## config.mk

```make
export PLATFORM = sky130hd
export DESIGN_NAME = mean_threshold_binarizer_core
export DESIGN_NICKNAME = d
export VERILOG_FILES = /design/src/design/mtb_pkg.sv /design/src/design/mean_threshold_binarizer_core.sv /design/src/design/mtb_div.sv /design/src/design/mtb_dpath.sv /design/src/design/mtb_ctrl.sv
export SDC_FILE = /design/constraint.sdc
export NUM_CORES = 1
export LEC_CHECK = 0
export BUFFER_PORTS_ARGS = -buffer_cell sky130_fd_sc_hd__buf_4
export CORE_ASPECT_RATIO = 0.9
export CORE_MARGIN = 10
export CORE_UTILIZATION = 25
export CTS_CLUSTER_SIZE = 24
export DETAILED_ROUTE_END_ITERATION = 12
export SLEW_MARGIN = 20
export SYNTH_ARGS = -nofsm -noshare
export SYNTH_HDL_FRONTEND = slang
export SYNTH_SLANG_ARGS = --single-unit
export TNS_END_PERCENT = 100
```

## constraint.sdc

```tcl
create_clock -name clock -period 18.85 [get_ports clock]
set_clock_uncertainty 0.2 [all_clocks]
set_input_delay 1.885 -clock clock [delete_from_list [all_inputs] [get_ports clock]]
set_output_delay 1.885 -clock clock [all_outputs]
set_load 0.05 [all_outputs]
```

## src/design/mtb_pkg.sv

```systemverilog
// mtb_pkg: shared types and constants for the mean threshold binariser.
// Used by mtb_div, mtb_dpath, mtb_ctrl, the core top level and its checker.
`default_nettype none

package mtb_pkg;

   localparam int CFG_W      = 11;
   localparam int CSR_IDX_W  = 2;
   localparam int PIXEL_W    = 8;
   localparam int QUOT_W     = 8;

   localparam logic [CSR_IDX_W-1:0] CSR_ROWS = 2'd0;
   localparam logic [CSR_IDX_W-1:0] CSR_COLS = 2'd1;

   localparam logic [CFG_W-1:0] ROWS_RESET = 11'd512;
   localparam logic [CFG_W-1:0] COLS_RESET = 11'd512;

   localparam logic [PIXEL_W-1:0] LEVEL_LOW  = 8'd0;
   localparam logic [PIXEL_W-1:0] LEVEL_HIGH = 8'd255;

   typedef enum logic [1:0] {
      ST_ACCUM    = 2'd0,
      ST_DIVIDE   = 2'd1,
      ST_BINARIZE = 2'd2
   } mtb_state_type;

   typedef struct packed {
      logic accum_en;
      logic bin_en;
      logic div_start;
   } mtb_cmd_type;

   typedef struct packed {
      logic at_end;
      logic div_done;
      logic cfg_stale;
      logic out_full;
   } mtb_status_type;

endpackage

`default_nettype wire

```

## src/design/mean_threshold_binarizer_core.sv

```systemverilog
// Global mean threshold binariser, top level.
// Instantiates mtb_ctrl and mtb_dpath; depends on mtb_pkg.
//
// Usage: the same image is sent twice on req_ (valid/ready), raster order,
// rows x cols pixels per pass. Sizes are set on csr_ (index 0 rows, 1 cols);
// 0 counts as 1 and values above MAX_ROWS / MAX_COLS saturate.
// First pass: one pixel per cycle is taken, no rsp_ transaction results.
// After its last pixel the mean is formed by a restoring divider, one
// quotient bit per bit of the sum; req_ready is low while it runs.
// Second pass: one pixel per cycle, each giving one rsp_ transaction in the
// cycle after acceptance: 0 below the mean, 255 otherwise, rsp_last_pixel
// on the final pixel. The block then returns to the first pass.
// A single result register feeds rsp_; while it is held by rsp_ready low,
// second-pass input stalls. A csr_ write holds req_ready low for one cycle
// while the pixel total is recomputed. Reset: 512 x 512, first pass, sum
// and counter cleared, no result pending; req_ready stays low after reset
// is released until the registered stale flag clears.
`default_nettype none

module mean_threshold_binarizer_core #(
   parameter int MAX_ROWS = 1024,
   parameter int MAX_COLS = 1024
) (
   input  wire logic                            clock,
   input  wire logic                            reset,
   input  wire logic                            csr_valid,
   output logic                                 csr_ready,
   input  wire logic [mtb_pkg::CSR_IDX_W-1:0]   csr_index,
   input  wire logic [mtb_pkg::CFG_W-1:0]       csr_wdata,
   input  wire logic                            req_valid,
   output logic                                 req_ready,
   input  wire logic [mtb_pkg::PIXEL_W-1:0]     req_pixel_value,
   output logic                                 rsp_valid,
   input  wire logic                            rsp_ready,
   output logic [mtb_pkg::PIXEL_W-1:0]          rsp_binary_level,
   output logic                                 rsp_last_pixel
);
   import mtb_pkg::*;

   mtb_cmd_type    cmd;
   mtb_status_type sts;

   assign csr_ready = 1'b1;

   mtb_ctrl u_ctrl (
      .clock     (clock),
      .reset     (reset),
      .req_valid (req_valid),
      .rsp_ready (rsp_ready),
      .sts       (sts),
      .req_ready (req_ready),
      .cmd       (cmd)
   );

   mtb_dpath #(
      .MAX_ROWS (MAX_ROWS),
      .MAX_COLS (MAX_COLS)
   ) u_dpath (
      .clock            (clock),
      .reset            (reset),
      .csr_valid        (csr_valid && csr_ready),
      .csr_index        (csr_index),
      .csr_wdata        (csr_wdata),
      .req_pixel_value  (req_pixel_value),
      .rsp_ready        (rsp_ready),
      .cmd              (cmd),
      .sts              (sts),
      .rsp_valid        (rsp_valid),
      .rsp_binary_level (rsp_binary_level),
      .rsp_last_pixel   (rsp_last_pixel)
   );

endmodule

`default_nettype wire

```

## src/design/mtb_div.sv

```systemverilog
// mtb_div: restoring divider, one quotient bit per cycle over the whole dividend.
// Keeps the low QUOT_W bits of the quotient. Depends on mtb_pkg.
`default_nettype none

module mtb_div #(
   parameter int DVSR_W = 20
) (
   input  wire logic                                 clock,
   input  wire logic                                 reset,
   input  wire logic                                 start,
   input  wire logic [DVSR_W+mtb_pkg::QUOT_W-1:0]    dividend,
   input  wire logic [DVSR_W-1:0]                    divisor,
   output logic                                      done,
   output logic [mtb_pkg::QUOT_W-1:0]                quotient
);
   import mtb_pkg::*;

   localparam int DVD_W  = DVSR_W + QUOT_W;
   localparam int STEP_W = (DVD_W > 1) ? $clog2(DVD_W) : 1;

   logic                busy_ff, busy_in;
   logic [STEP_W-1:0]   step_ff, step_in;
   logic [DVSR_W-1:0]   rem_ff, rem_in;
   logic [DVD_W-1:0]    dvd_ff, dvd_in;
   logic [DVSR_W-1:0]   dvsr_ff, dvsr_in;
   logic [QUOT_W-1:0]   quot_ff, quot_in;
   logic [DVSR_W:0]     trial;
   logic [DVSR_W:0]     diff;
   logic                fits;
   logic                last_step;

   assign trial     = {rem_ff, dvd_ff[DVD_W-1]};
   assign diff      = trial - {1'b0, dvsr_ff};
   assign fits      = trial >= {1'b0, dvsr_ff};
   assign last_step = step_ff == STEP_W'(DVD_W - 1);
   assign done      = busy_ff && last_step;
   assign quotient  = quot_ff;

   always_comb begin
      busy_in = busy_ff;
      step_in = step_ff;
      rem_in  = rem_ff;
      dvd_in  = dvd_ff;
      dvsr_in = dvsr_ff;
      quot_in = quot_ff;
      if (start) begin
         busy_in = 1'b1;
         step_in = '0;
         rem_in  = '0;
         dvd_in  = dividend;
         dvsr_in = divisor;
      end else if (busy_ff) begin
         rem_in  = fits ? diff[DVSR_W-1:0] : trial[DVSR_W-1:0];
         dvd_in  = {dvd_ff[DVD_W-2:0], 1'b0};
         quot_in = {quot_ff[QUOT_W-2:0], fits};
         step_in = step_ff + STEP_W'(1);
         if (last_step) begin
            busy_in = 1'b0;
         end
      end
   end

   always_ff @(posedge clock) begin
      if (reset) begin
         busy_ff <= 1'b0;
         step_ff <= '0;
         quot_ff <= '0;
      end else begin
         busy_ff <= busy_in;
         step_ff <= step_in;
         quot_ff <= quot_in;
      end
   end

   always_ff @(posedge clock) begin
      rem_ff  <= rem_in;
      dvd_ff  <= dvd_in;
      dvsr_ff <= dvsr_in;
   end

endmodule

`default_nettype wire

```

## src/design/mtb_dpath.sv

```systemverilog
// mtb_dpath: size registers, pixel total, running sum, pixel counter,
// threshold compare and result register. Depends on mtb_pkg and mtb_div.
`default_nettype none

module mtb_dpath #(
   parameter int MAX_ROWS = 1024,
   parameter int MAX_COLS = 1024
) (
   input  wire logic                               clock,
   input  wire logic                               reset,
   input  wire logic                               csr_valid,
   input  wire logic [mtb_pkg::CSR_IDX_W-1:0]      csr_index,
   input  wire logic [mtb_pkg::CFG_W-1:0]          csr_wdata,
   input  wire logic [mtb_pkg::PIXEL_W-1:0]        req_pixel_value,
   input  wire logic                               rsp_ready,
   input  wire mtb_pkg::mtb_cmd_type               cmd,
   output mtb_pkg::mtb_status_type                 sts,
   output logic                                    rsp_valid,
   output logic [mtb_pkg::PIXEL_W-1:0]             rsp_binary_level,
   output logic                                    rsp_last_pixel
);
   import mtb_pkg::*;

   localparam int ROW_W   = $clog2(MAX_ROWS + 1);
   localparam int COL_W   = $clog2(MAX_COLS + 1);
   localparam int TOTAL_W = ROW_W + COL_W;
   localparam int SUM_W   = TOTAL_W + QUOT_W;

   logic [CFG_W-1:0]    rows_ff, rows_in;
   logic [CFG_W-1:0]    cols_ff, cols_in;
   logic                stale_ff;
   logic [ROW_W-1:0]    rows_sat;
   logic [COL_W-1:0]    cols_sat;
   logic [TOTAL_W-1:0]  total_ff;
   logic [TOTAL_W-1:0]  ctr_ff, ctr_in;
   logic [SUM_W-1:0]    sum_ff, sum_in;
   logic [SUM_W-1:0]    sum_next;
   logic                at_end;
   logic                out_valid_ff, out_valid_in;
   logic [PIXEL_W-1:0]  out_level_ff, out_level_in;
   logic                out_last_ff, out_last_in;
   logic                div_done;
   logic [QUOT_W-1:0]   mean_level;

   always_comb begin
      rows_in = rows_ff;
      cols_in = cols_ff;
      if (csr_valid) begin
         unique case (csr_index)
            CSR_ROWS: rows_in = csr_wdata;
            CSR_COLS: cols_in = csr_wdata;
            default:  ;
         endcase
      end
   end

   always_comb begin
      if (rows_ff == '0) begin
         rows_sat = ROW_W'(1);
      end else if (32'(rows_ff) > 32'(MAX_ROWS)) begin
         rows_sat = ROW_W'(MAX_ROWS);
      end else begin
         rows_sat = ROW_W'(rows_ff);
      end
      if (cols_ff == '0) begin
         cols_sat = COL_W'(1);
      end else if (32'(cols_ff) > 32'(MAX_COLS)) begin
         cols_sat = COL_W'(MAX_COLS);
      end else begin
         cols_sat = COL_W'(cols_ff);
      end
   end

   assign at_end   = ({1'b0, ctr_ff} + (TOTAL_W+1)'(1)) >= {1'b0, total_ff};
   assign sum_next = sum_ff + SUM_W'(req_pixel_value);

   always_comb begin
      ctr_in = ctr_ff;
      sum_in = sum_ff;
      if (cmd.accum_en || cmd.bin_en) begin
         ctr_in = at_end ? '0 : ctr_ff + TOTAL_W'(1);
      end
      if (cmd.accum_en) begin
         sum_in = at_end ? '0 : sum_next;
      end
   end

   always_comb begin
      out_valid_in = out_valid_ff;
      out_level_in = out_level_ff;
      out_last_in  = out_last_ff;
      if (cmd.bin_en) begin
         out_valid_in = 1'b1;
         out_level_in = (req_pixel_value < mean_level) ? LEVEL_LOW : LEVEL_HIGH;
         out_last_in  = at_end;
      end else if (rsp_ready) begin
         out_valid_in = 1'b0;
      end
   end

   mtb_div #(
      .DVSR_W (TOTAL_W)
   ) u_div (
      .clock    (clock),
      .reset    (reset),
      .start    (cmd.div_start),
      .dividend (sum_next),
      .divisor  (total_ff),
      .done     (div_done),
      .quotient (mean_level)
   );

   always_ff @(posedge clock) begin
      if (reset) begin
         rows_ff      <= ROWS_RESET;
         cols_ff      <= COLS_RESET;
         stale_ff     <= 1'b1;
         ctr_ff       <= '0;
         sum_ff       <= '0;
         out_valid_ff <= 1'b0;
      end else begin
         rows_ff      <= rows_in;
         cols_ff      <= cols_in;
         stale_ff     <= csr_valid;
         ctr_ff       <= ctr_in;
         sum_ff       <= sum_in;
         out_valid_ff <= out_valid_in;
      end
   end

   always_ff @(posedge clock) begin
      total_ff     <= TOTAL_W'(rows_sat) * TOTAL_W'(cols_sat);
      out_level_ff <= out_level_in;
      out_last_ff  <= out_last_in;
   end

   assign sts.at_end    = at_end;
   assign sts.div_done  = div_done;
   assign sts.cfg_stale = stale_ff;
   assign sts.out_full  = out_valid_ff;

   assign rsp_valid        = out_valid_ff;
   assign rsp_binary_level = out_level_ff;
   assign rsp_last_pixel   = out_last_ff;

endmodule

`default_nettype wire

```

## src/design/mtb_ctrl.sv

```systemverilog
// mtb_ctrl: pass sequencer (accumulate, divide, binarise) and input handshake.
// Depends on mtb_pkg.
`default_nettype none

module mtb_ctrl (
   input  wire logic                     clock,
   input  wire logic                     reset,
   input  wire logic                     req_valid,
   input  wire logic                     rsp_ready,
   input  wire mtb_pkg::mtb_status_type  sts,
   output logic                          req_ready,
   output mtb_pkg::mtb_cmd_type          cmd
);
   import mtb_pkg::*;

   mtb_state_type state_ff, state_in;

   always_comb begin
      req_ready = 1'b0;
      cmd       = '0;
      unique case (state_ff)
         ST_ACCUM: begin
            req_ready     = !sts.cfg_stale;
            cmd.accum_en  = req_valid && req_ready;
            cmd.div_start = cmd.accum_en && sts.at_end;
         end
         ST_DIVIDE: begin
            req_ready = 1'b0;
         end
         ST_BINARIZE: begin
            req_ready  = !sts.cfg_stale && (!sts.out_full || rsp_ready);
            cmd.bin_en = req_valid && req_ready;
         end
         default: begin
            req_ready = 1'b0;
         end
      endcase
   end

   always_comb begin
      state_in = state_ff;
      unique case (state_ff)
         ST_ACCUM: begin
            if (cmd.div_start) begin
               state_in = ST_DIVIDE;
            end
         end
         ST_DIVIDE: begin
            if (sts.div_done) begin
               state_in = ST_BINARIZE;
            end
         end
         ST_BINARIZE: begin
            if (cmd.bin_en && sts.at_end) begin
               state_in = ST_ACCUM;
            end
         end
         default: begin
            state_in = ST_ACCUM;
         end
      endcase
   end

   always_ff @(posedge clock) begin
      if (reset) begin
         state_ff <= ST_ACCUM;
      end else begin
         state_ff <= state_in;
      end
   end

endmodule

`default_nettype wire

```

# Word level (Yosys, flattened, before mapping)
# Index checks and enable logic that the tools add are counted.
dict set report word_totals {
  register_bits 197
  word_cells 79
  out_inout_bits 12
  inputBits 26
}
dict set report op_classes {
  order_cmp 5
  multipliers 1
  n_eq_ne 7
  n_bitwise 1
  n_mux 23
  n_reduce_logical 21
  addsub 5
}
# op count
set ops {}
lappend ops {{30-bit two-way mux} 3}
lappend ops {{23-bit by 22-bit greater-or-equal comparator with 1-bit output} 2}
lappend ops {{11-bit two-way mux} 4}
lappend ops {{22-bit two-way mux} 2}
lappend ops {{30-bit by 8-bit adder with 30-bit output} 1}
lappend ops {{22-bit by 1-bit adder with 23-bit output, second input constant} 1}
lappend ops {{22-bit by 1-bit adder with 22-bit output, second input constant} 1}
lappend ops {{11-bit greater-than comparator, second input constant} 2}
lappend ops {{11-bit logical NOT} 2}
lappend ops {{11-bit by 11-bit multiplier with 22-bit output} 1}
lappend ops {{22-bit subtractor} 1}
lappend ops {{8-bit less-than comparator} 1}
lappend ops {{1-bit two-way mux} 8}
lappend ops {{8-bit two-way mux} 1}
lappend ops {{1-bit logical AND} 6}
lappend ops {{2-bit two-way mux} 3}
lappend ops {{2-bit by 1-bit != test with 1-bit output, second input constant} 3}
lappend ops {{2-bit one-hot mux with 3 select lines} 1}
lappend ops {{2-bit AND reduction} 3}
lappend ops {{5-bit by 1-bit adder with 5-bit output, second input constant} 1}
lappend ops {{5-bit == test, second input constant} 1}
lappend ops {{2-bit by 1-bit == test with 1-bit output, second input constant} 2}
lappend ops {{2-bit logical NOT} 2}
lappend ops {{2-bit nonzero test} 2}
lappend ops {{7 further kinds} 9}

# Longest topological paths before layout
# Gate-level depths: netlist of the first run.
dict set report logic_depth {
  word_depth 8
  mapped_depth 24
  mapped_depth_nobuf 24
}

# Modules after synthesis
# From an unflattened synthesis of the first run, not the netlist that was laid out.
dict set report unflattened {
  hier_cells 1676
  hier_area_um2 15084.5
}
# module instances cells_each area_per_inst_um2 seq_area_each_um2
set by_module_without_submodules {}
lappend by_module_without_submodules {mtb_dpath 1 1233 10341.2 2021.9}
lappend by_module_without_submodules {mtb_div 1 425 4593.2 2282.2}
lappend by_module_without_submodules {mtb_ctrl 1 16 138.9 40.0}
lappend by_module_without_submodules {mean_threshold_binarizer_core 1 2 11.3 0.0}

# Worst setup path after synthesis of the first run
# Ideal clock, no wire load.
dict set report synth_path {
  path_kind {reg2reg}
  from {register u_dpath.rows_ff[4]}
  to {register u_dpath.total_ff[21]}
  setup_slack_ps 12650
  synth_period_minus_slack_ps 6200
  path_stages_with_launch 24
  setup_time_ps 121
  path_buffers 1
  required_time_ps 18529
  t_arrival_ps 5879
  cell_sequence {dfxtp_1 -> or4_1 -> nor4_1 -> o21ai_1 -> inv_1 -> nand2_1 -> fa_1 -> fa_1 -> inv_1 -> fa_1 -> fa_1 -> inv_1 -> fa_1 -> inv_1 -> ha_1 -> clkbuf_1 -> a21o_1 -> a21oi_1 -> nor3b_1 -> a211oi_1 -> nor3_1 -> o41ai_1 -> a21oi_1 -> xnor2_1}
}
dict set report synth_via {
  elab_chain_cells 4
  word_cells_on_any_way 5
  cone_classes {mul (1); order compare (1); mux (2); reduce/logical (1)}
}
# element line
set synth_rtl {}
lappend synth_rtl {{start, declared} mtb_dpath.sv:29} ;# logic [CFG_W-1:0] rows_ff, rows_in;
lappend synth_rtl {{start signal, assigned} mtb_dpath.sv:122} ;# rows_ff <= rows_in;
lappend synth_rtl {{11-bit greater-than comparator} mtb_dpath.sv:60} ;# end else if (32'(rows_ff) > 32'(MAX_ROWS)) begin
lappend synth_rtl {{11-bit two-way mux} mtb_dpath.sv:60}
lappend synth_rtl {{11-bit two-way mux (*)} mtb_dpath.sv:58} ;# if (rows_ff == '0) begin
lappend synth_rtl {{11-bit by 11-bit multiplier with 22-bit output (*)} mtb_dpath.sv:132} ;# total_ff <= TOTAL_W'(rows_sat) * TOTAL_W'(cols_sat);
lappend synth_rtl {{end signal, assigned} mtb_dpath.sv:132}
lappend synth_rtl {{end, declared} mtb_dpath.sv:34} ;# logic [TOTAL_W-1:0] total_ff;
# Every way passes the cells marked *; elsewhere a longest branch is shown, timed or not.
# A chain may end at the register's enable or synchronous reset.

# Final worst setup path of the first run
dict set report layout_path {
  from {register u_dpath.rows_ff[10]}
  to {register u_dpath.total_ff[21]}
}
# Same word-level chain as after synthesis.

==> results.md, run 1 <==
- Reg area: 0.00435 mm²
- Fmax achieved: 144 MHz
- #FFs+latches synth: 190
- Fin. Hold Viols: 0
- Fill cell count: 5,961
- Largest family of logic cells by synthesized area: adder cells
- H-tree depth: 4
- Number of global-route vias before repair: 10,600
- Multi-input gate area: 0.00884 mm²
- EDFF count, synth: 54
- Min cycle time layout: 6.94 ns
- Compound-cell area share of the yosys netlist: 13.7%
- Leakage: 6.69 nW
- Power Density: 78.8 mW/mm²
- Run status: complete, no violations
- Crit path max fanout: 17
- Hold_buf cts: 0
- Area Overhead vs Synth: 11.5%
- Synth warn: 0
- Clock Tree Buf Depth: 2
- Post-Syn Nets: 1,852
- Peak supply drop: 71.5 µV
- DR WL/cell: 13.9 µm
- Commonest cells after routing, fill and taps aside: inv_1, nand2_1, nor2_1
- # diodes: 0
- Final setup margin: 11.91 ns
- Initial Util: 25.3%
- GRT Residual Overflow: 0
- CP peak stage delay: 0.62 ns
- Mapped Avg Cell Area: 8.72 µm²
- Post-CTS Resized: 0
- Crit path top cell by count: fa_1
- Final GP Congestion: 0.933
- Mux share of post-synthesis cell area: 2.00%
- DRT iter0 DRCs: 667
- Die Ht: 246 µm
- Drt via density: 4.58
- Area share of the largest cell type after synthesis: 19.2%
- Ys flop type: dfxtp_1
- Dpl cells: 2,355
- Root buffer cell: clkbuf_16
- Slowest cell on the critical path: dfxtp_1
- CTS tree: done
- Pins Over Slew Limit: 0
- NumNets Final: 1,848
- DIE WIDTH: 271 µm
- Max_slew headroom: 39.6%
- Post-route cell area: 0.0158 mm²
- CP Launch Type: flip-flop
- Final Setup Violations: 0
- Synth Area in Adders: 22.4%
- RSZ-0062 raised after global routing: no
- Clock transition at path regs: 0.08 ns
- Share of layout cells above drive strength 1: 6.74%
- Final TNS setup: 0 ns
- Post-Synth XOR/XNOR Area: 5.39%
- Number of I/O pins: 38
- Rows: 82
- Routed WL: 33,100 µm
- Global-route wire length before repair: 54,500 µm
- WS Path Type: flip-flop to flip-flop
- Area contributors post-synth: dfxtp_1, fa_1, edfxtp_1
- Final core utilization: 28.3%
- Pre-CTS setup slack: 11.99 ns
- Pin count of the biggest net entering global routing: 86
- TritonCTS buffer count: 17
- Worst hold path class: flip-flop to flip-flop
- Area of placed instances: 0.0151 mm²
- CP Data Arrival Time: 7.11 ns
- CTS sink cnt: 190
- 1st-pass router iterations: 4
- Detailed Place HPWL: 25,100 µm
- Worst-Margin Slew: 0.902 ns
- Residual DRC: 0
- Mapped Cells: 1,622
- Fin crit share: 36.8%
- Area leader, netlist: dfxtp_1
- Port Buffers: 36
- Initial antenna violation count: 0
- Synth unique cells: 76
- Full die area: 0.0665 mm²
- Area of the core: 0.0558 mm²
- Post-DRT Antenna Nets: 0
- Asr flop ratio synth: 0%
- Post-synthesis simple-gate area fraction: 18.8%
- Non-Filler Instances: 2,387
- Cell Area, Synth: 0.0141 mm²
- Post-CTS setup buffers: 0
- Critical path capture point type: flip-flop
- Worst-path cell chain: clkinv_1, o21ai_1, inv_1, nand2_1, fa_1, fa_1, inv_1, fa_1, fa_1, inv_1, fa_1, inv_1, ha_1, a21o_1, a21oi_1, nor3b_1, a211oi_1, nor3_1, o41ai_1, a21oi_1, xnor2_1
- Commonest non-fill, non-tap cell in the layout: inv_1
- Max-Cap Viols: 0
- GR Util All Layers: 9.86%
- Clock Latency Late Sink: 0.45 ns
- Register area share after synthesis: 30.7%
- Total number of vias: 10,900
- CP required: 19.02 ns
state kept, by name (all words and copies together) (netlist names), 2 cells and up:
| signal | flops |
|---|---|
| u_dpath.sum_ff | 30 |
| u_dpath.u_div.dvd_ff | 30 |
| u_dpath.ctr_ff | 22 |
| u_dpath.total_ff | 22 |
| u_dpath.u_div.dvsr_ff | 22 |
| u_dpath.u_div.rem_ff | 22 |
| u_dpath.cols_ff | 11 |
| u_dpath.rows_ff | 11 |
| u_dpath.u_div.quotient | 8 |
| u_dpath.u_div.step_ff | 5 |
| u_ctrl.state_ff | 2 |
through the flow:
| step | power [mW] | hold slack (ns) |
|---|---|---|
| after detailed placement | 0.868 | 0.213 |
| final | 1.24 | 0.230 |
| after global placement | 0.861 | 0.219 |
| after global routing | 1.32 | 0.235 |
| after floorplan | 0.796 | 0.208 |
| after CTS | 1.25 | 0.231 |
routing by layer:
layer | wire length (µm) | global-route usage, % | vias up | share of wire (%)
met4 | 512 | 2.58 | 0 | 1.5
met1 | 16500 | 13.5 | 5214 | 50
met2 | 14800 | 15.7 | 195 | 45
li1 | - | - | 5488 | -
met5 | 0 | 0 | - | 0
met3 | 1310 | 1.92 | 32 | 4.0
area by class of cell:
class / count / area share, %
clock buffer: 17 / 2.70
inverter: 176 / 4.19
timing repair buffer: 47 / 2.24
sequential: 190 / 27.6
tap: 756 / 6.00
clock inverter: 15 / 1.25
multi-input combinational: 1186 / 56.1
cells in the mapped netlist, drive strengths merged, types with 5 or more instances:
master / count
nand2: 166
mux2i: 26
dfxtp: 136
a211oi: 10
nand4: 16
a211o: 5
nor3: 33
nor4: 8
o21ai: 92
buf: 26
nor2b: 28
or3: 19
a22oi: 12
fa: 82
or2: 8
and3: 15
a21oi: 125
inv: 174
nand3b: 11
nand3: 38
xor2: 36
o31ai: 10
nand2b: 15
a2111oi: 5
edfxtp: 54
ha: 122
and2: 17
xnor2: 51
o21a: 6
o21bai: 5
a31oi: 8
clkbuf: 44
nor2: 154
a21o: 17
and4: 8
power breakdown:
group          leakage [nW]  switching [mW]  total, mW  internal [mW]
Clock                 0.299           0.186      0.378          0.193
Sequential             1.62          0.0259      0.478          0.453
Combinational          4.77           0.224      0.385          0.161
Total                  6.69           0.436       1.24          0.806
cell families after synthesis:
group | Yosys count
AOI/OAI and AO/OA | 321
and+or+nand+nor | 545
other | 1
buffers and inverters | 246
xor gates and xnor gates | 87
adders and majority gates | 204
DFF | 190
muxes | 28
worst max-delay path: cells and delay by family, from the launching register on:
| family | cells | cell delay (ns) |
|---|---|---|
| AOI/OAI and AO/OA | 6 | 1.43 |
| adders and majority gates | 6 | 2.94 |
| and+or+nand+nor | 3 | 0.73 |
| buffers and inverters | 5 | 0.81 |
| DFF | 1 | 0.62 |
| xor gates and xnor gates | 1 | 0.13 |
final timing paths:
check	from	to	slack [ns]	depth (start not counted)
worst max-delay path	u_dpath.rows_ff[10]	u_dpath.total_ff[21]	11.91	21
worst min-delay path	u_dpath.total_ff[16]	u_dpath.u_div.dvsr_ff[16]	0.23	0
worst max register to register	u_dpath.rows_ff[10]	u_dpath.total_ff[21]	11.91	21
worst min register to register	u_dpath.total_ff[16]	u_dpath.u_div.dvsr_ff[16]	0.23	0
(Power assumes the default switching activity.)
==> inputs of run 2 (changes only) <==
==> constraint.sdc (replaced) <==
create_clock -name clock -period 5.7 [get_ports clock]
set_clock_uncertainty 0.2 [all_clocks]
set_input_delay 0.57 -clock clock [delete_from_list [all_inputs] [get_ports clock]]
set_output_delay 0.57 -clock clock [all_outputs]
set_load 0.05 [all_outputs]
==> results.md, run 2 (synthesis gave the netlist of run 1 again) <==
- Run status: finished, violations left
- Failing checks: negative setup slack
- # diodes: 0 (unchanged)
- Pin count of the biggest net entering global routing: 93 (+8.1%)
- Leakage: 7.03 nW (+5.2%)
- Detailed Place HPWL: 27,000 µm (+7.6%)
- Slowest cell on the critical path: or4_4
- Critical path's top delay family: adder cells
- CTS sink cnt: 190 (unchanged)
- Reg area: 0.00435 mm² (about the same)
- Fmax achieved: 172 MHz (+20%)
- Multi-input gate area: 0.00899 mm² (+1.7%)
- Clock Latency Late Sink: 0.46 ns (about the same)
- Total number of vias: 11,400 (+4.1%)
- Initial Util: 25.3% (unchanged)
- Global-route wire length before repair: 58,400 µm (+7.2%)
- GRT Residual Overflow: 0 (unchanged)
- Root buffer cell: clkbuf_16
- Critical path capture point type: flip-flop
- Crit path top cell by count: fa_1
- GR Util All Layers: 10.7% (+0.80 points)
- RSZ-0062 raised after global routing: yes
- Fin. Hold Viols: 0 (unchanged)
- Worst hold path class: input port to flip-flop
- Hold_buf cts: 0 (unchanged)
- Initial antenna violation count: 0 (unchanged)
- CTS tree: done
- Largest registers: u_dpath.sum_ff (30), u_dpath.u_div.dvd_ff (30)
- Worst-Margin Slew: 1.08 ns (+0.178 ns)
- 1st-pass router iterations: 5 (+1)
- Drt via density: 4.65 (+1.5%)
- Worst-path cell chain: or4_4, nor4_4, o21ai_2, inv_1, nand2_2, fa_1, fa_1, inv_1, fa_1, fa_1, inv_1, fa_1, inv_2, ha_4, nand4_1, nor3_2, nor2_2, a211oi_2, o31ai_2, o21bai_1, a21oi_1, xnor2_1
- CP required: 5.85 ns (-13.17 ns)
- H-tree depth: 4 (unchanged)
- CP Data Arrival Time: 5.95 ns (-1.16 ns)
- Max-Cap Viols: 0 (unchanged)
- Crit path max fanout: 5 (-12)
- Die Ht: 246 µm (unchanged)
- Residual DRC: 0 (unchanged)
- Port Buffers: 36 (unchanged)
- Final GP Congestion: 0.870 (-6.8%)
- Min cycle time layout: 5.80 ns (-1.13 ns)
- Full die area: 0.0665 mm² (unchanged)
- Final setup margin: -0.103 ns (-12.02 ns)
- R2r setup slk: -0.10 ns (-12.02 ns)
- Number of global-route vias before repair: 11,300 (+5.9%)
- CP Launch Type: flip-flop
- Buf+Inv Stages, Crit Path: 4 (-1)
- Clock transition at path regs: 0.08 ns (about the same)
- Number of I/O pins: 38 (unchanged)
- Share of layout cells above drive strength 1: 11.7% (+5.0 points)
- Peak supply drop: 255 µV (+260%)
- Commonest cells after routing, fill and taps aside: inv_1, nand2_1, nor2_1
- Final Setup Violations: 4 (+4)
- DR WL/cell: 14.5 µm (+4.6%)
- Area of the core: 0.0558 mm² (unchanged)
- DIE WIDTH: 271 µm (unchanged)
- NumNets Final: 1,909 (+3.3%)
- Area Overhead vs Synth: 16.2%
- Pins Over Slew Limit: 0 (unchanged)
- Post-route cell area: 0.0164 mm² (+4.2%)
- Commonest non-fill, non-tap cell in the layout: inv_1
- Fill cell count: 5,936 (-0.42%)
- Power Density: 257 mW/mm² (+230%)
- Area of placed instances: 0.0156 mm² (+3.2%)
- Clock Tree Buf Depth: 2 (unchanged)
- Post-DRT Antenna Nets: 0 (unchanged)
- TritonCTS buffer count: 17 (unchanged)
- Max_slew headroom: 28.0% (-12 points)
- Rows: 82 (unchanged)
- WS Path Type: flip-flop to flip-flop
- CP peak stage delay: 0.53 ns (-0.09 ns)
- Routed WL: 35,500 µm (+7.2%)
- Power, Total: 4.23 mW (+240%)
- DRT iter0 DRCs: 801 (+20%)
- Fin crit share: 102% (+65 points)
## run 2: cell types whose count changed in the layout (fill, tap and decap cells not counted), moves of 3 or more
cell and delta:
ha_1 -3, nor3_2 +3, dfxtp_2 +3, buf_4 +60, nor3_1 -4, ha_4 +3
inv_12 +3, inv_16 +3, dfxtp_1 -3
## run 2: final timing paths
check	cells after the start	startpoint	to
setup / recovery	22	u_dpath.rows_ff[4]	u_dpath.total_ff[20]
hold / removal	2	csr_valid	u_dpath.stale_ff
setup reg to reg	22	u_dpath.rows_ff[4]	u_dpath.total_ff[20]
hold reg to reg	0	u_dpath.total_ff[10]	u_dpath.u_div.dvsr_ff[10]
## run 2: repair_timing
action / in CTS / in global routing
buffers inserted: 0 / 1
setup endpoints to repair: 5 / 7
pin swaps: 8 / 5
gates resized for setup: 15 / 11
## run 2: metrics by stage
| step | instances | util, % | setup TNS, ns | setup slack (ns) | hold slack (ns) |
|---|---|---|---|---|---|
| 2_1_floorplan | 1622 | - | -0.0672 | -0.0672 | 0.208 |
| 4_1_cts | 2448 | 29.3 | -0.215 | -0.108 | 0.0987 |
| 3_5_place_dp | 2416 | 28.0 | -0.829 | -0.263 | 0.224 |
| 3_3_place_gp | 2416 | 28.0 | -0.506 | -0.198 | 0.224 |
| 5_1_grt | 2448 | 29.4 | -0.953 | -0.298 | 0.116 |
| 6_report | 2448 | 29.4 | -0.286 | -0.103 | 0.121 |
## run 2: layer usage
metal  GRT usage, %  share of wire [%]  vias up
met5              0                  0        -
met4           3.22                2.1        0
met3           2.27                5.2       51
met2           16.9                 45      254
met1           14.3                 48     5470
li1               -                  -     5600
## run 2: layout make-up
class,instances,area share (%)
Sequential cell,190,26.5
Timing Repair Buffer,108,5.01
Multi-Input combinational cell,1186,54.7
Inverter,176,4.02
Clock inverter,15,1.43
Clock buffer,17,2.59
Tap cell,756,5.76
## run 2: report_power, final
part / internal [mW] / leakage, nW / switching (mW)
Sequential: 1.50 / 1.62 / 0.0843
Combinational: 0.560 / 5.10 / 0.752
Clock: 0.630 / 0.318 / 0.707
Total: 2.69 / 7.03 / 1.54
==> inputs of run 3 (changes only) <==
--- a/config.mk
+++ b/config.mk
@@ -11,6 +11,7 @@
 export CORE_UTILIZATION = 25
 export CTS_CLUSTER_SIZE = 24
 export DETAILED_ROUTE_END_ITERATION = 12
+export PLACE_DENSITY_LB_ADDON = 0.15
 export SLEW_MARGIN = 20
 export SYNTH_ARGS = -nofsm -noshare
 export SYNTH_HDL_FRONTEND = slang
==> results.md, run 3 (synthesis gave the netlist of run 1 again) <==
- Run status: finished, violations left
- Failing checks: negative setup slack
- Pin count of the biggest net entering global routing: 69 (-26%)
- Clock Tree Buf Depth: 2 (unchanged)
- DRT iter0 DRCs: 691 (-14%)
- Full die area: 0.0665 mm² (unchanged)
- DIE WIDTH: 271 µm (unchanged)
- Number of I/O pins: 38 (unchanged)
- Post-route cell area: 0.0165 mm² (+0.32%)
- Share of layout cells above drive strength 1: 13.1% (+1.4 points)
- Final core utilization: 29.5% (+0.094 points)
- Root buffer cell: clkbuf_16
- Commonest cells after routing, fill and taps aside: inv_1, nand2_1, nor2_1
- Worst hold path class: input port to flip-flop
- Fill cell count: 5,985 (+0.83%)
- Initial antenna violation count: 1 (+1)
- Switch Pwr: 1.41 mW (-8.8%)
- Cells on worst reg2reg path: 21 (-4.5%)
- Total number of vias: 11,100 (-2.8%)
- Max-Cap Viols: 0 (unchanged)
- WS Path Type: flip-flop to flip-flop
- Fmax achieved: 174 MHz (+1.2%)
- Port Buffers: 36 (unchanged)
- NumNets Final: 1,929 (+1.0%)
- RSZ-0062 raised after global routing: yes
- Worst-path cell chain: or4_4, nor4_4, o21ai_2, inv_2, nand2_2, fa_2, inv_1, fa_1, fa_1, fa_1, inv_1, fa_1, inv_1, ha_4, o2111a_1, o31ai_2, a211oi_2, nor3_2, o41ai_2, a21oi_1, xnor2_1
- Final Setup Violations: 1 (-3)
- Drt via density: 4.48 (-3.6%)
- Largest registers: u_dpath.sum_ff (30), u_dpath.u_div.dvd_ff (30)
- CP startpoint: u_dpath.rows_ff[7]
- H-tree depth: 4 (unchanged)
- GRT Residual Overflow: 0 (unchanged)
- Critical path's top delay family: adder cells
- Critical path capture point type: flip-flop
- Crit path top cell by count: fa_1
- CP Data Arrival Time: 5.87 ns (-0.08 ns)
- GR Util All Layers: 11.6% (+0.96 points)
- Number of global-route vias before repair: 11,100 (-1.0%)
- Comb pwr share: 32.3% (+1.3 points)
- Final setup margin: -0.0371 ns (+0.0664 ns)
- Pins Over Slew Limit: 0 (unchanged)
- TritonCTS buffer count: 17 (unchanged)
- Area Overhead vs Synth: 16.6%
- Residual DRC: 0 (unchanged)
- Routed WL: 38,000 µm (+7.2%)
- Global-route wire length before repair: 62,000 µm (+6.2%)
- Crit path max fanout: 4 (-1)
- DR WL/cell: 15.4 µm (+6.4%)
- Final GP Congestion: 0.814 (-6.4%)
- Power, Total: 4.08 mW (-3.4%)
- CTS sink cnt: 190 (unchanged)
- CP peak stage delay: 0.56 ns (+0.03 ns)
- Die Ht: 246 µm (unchanged)
- Flop pwr share: 38.7% (+1.3 points)
- Worst Setup EP: u_dpath.total_ff[21]
- Clock Latency Late Sink: 0.46 ns (about the same)
- Power Density: 248 mW/mm² (-3.7%)
- CP Launch Type: flip-flop
- Fin. Hold Viols: 0 (unchanged)
- Area of the core: 0.0558 mm² (unchanged)
- 1st-pass router iterations: 5 (unchanged)
- CTS tree: done
- R2r setup slk: -0.04 ns (+0.07 ns)
- Area of placed instances: 0.0157 mm² (+0.63%)
- Buf+Inv Stages, Crit Path: 4 (unchanged)
- Clock power frac: 29.0% (-2.6 points)
- Final TNS setup: -0.0371 ns (+0.249 ns)
- Pre-CTS setup slack: -0.256 ns (+0.00614 ns)
- Max_slew headroom: 38.6% (+11 points)
- Rows: 82 (unchanged)
- Detailed Place HPWL: 29,400 µm (+9.0%)
- # diodes: 0 (unchanged)
- Hold_buf cts: 0 (unchanged)
- Reg2reg start: u_dpath.rows_ff[7]
- Worst path depth: 21 (-4.5%)
- Worst-Margin Slew: 0.916 ns (-0.164 ns)
- Clock transition at path regs: 0.07 ns (about the same)
- Min cycle time layout: 5.74 ns (-0.0664 ns)
- Switching part of the total: 34.5% (-2.0 points)
- Fin crit share: 101% (-1.2 points)
- Slowest cell on the critical path: fa_1
- CP required: 5.84 ns (about the same)
- Initial Util: 25.3% (unchanged)
- Peak supply drop: 202 µV (-21%)
- Worst reg2reg path endpoint: u_dpath.total_ff[21]
- Post-DRT Antenna Nets: 0 (unchanged)
- Leakage: 7.06 nW (+0.41%)
- Internal power: 2.68 mW (-0.36%)
- Commonest non-fill, non-tap cell in the layout: inv_1
## run 3: power by group through the flow
stage	combinational [mW]	sequential [mW]	clock, mW
4_1_cts	1.33	1.58	1.24
3_3_place_gp	1.32	1.61	0
6_report	1.32	1.58	1.18
3_5_place_dp	1.31	1.61	0
2_1_floorplan	1.05	1.58	0
5_1_grt	1.51	1.60	1.28
## run 3: timing repair
action	CTS	global route
resized for setup	20	14
endpoints found under the setup margin	4	11
pin swaps	20	11
setup buffers	6	2
hold endpoints to repair	0	0
## run 3: how the worst min path moves through the flow
stage,from,to,slack [ns],cells past startpoint
global placement,u_dpath.total_ff[18],u_dpath.u_div.dvsr_ff[18],0.23,0
global route,csr_wdata[9],u_dpath.rows_ff[9],0.11,2
CTS,csr_wdata[9],u_dpath.rows_ff[9],0.1,2
finish,csr_wdata[9],u_dpath.rows_ff[9],0.13,2
floorplan,u_dpath.total_ff[10],u_dpath.u_div.dvsr_ff[10],0.21,0
detailed placement,u_dpath.total_ff[18],u_dpath.u_div.dvsr_ff[18],0.23,0
## run 3: cell type report
| type | count | area [µm²] | share of cell area, % |
|---|---|---|---|
| Multi-Input combinational cell | 1186 | 8990 | 54.5 |
| Sequential cell | 190 | 4350 | 26.4 |
| Timing Repair Buffer | 128 | 973 | 5.91 |
| Tap cell | 756 | 946 | 5.74 |
| Inverter | 176 | 664 | 4.03 |
| Clock buffer | 21 | 483 | 2.93 |
| Clock inverter | 11 | 78.8 | 0.478 |
## run 3: per-stage QoR
stage	instances	hold slack, ns
6_report	2468	0.126
5_1_grt	2468	0.110
4_1_cts	2466	0.0996
3_5_place_dp	2428	0.225
3_3_place_gp	2428	0.225
2_1_floorplan	1622	0.208
## run 3: layer usage
layer  global-route usage (%)  wire length, µm
met5                        0                0
met4                     2.61              356
met3                     2.11             1220
met2                     17.0            15900
met1                     17.3            20600
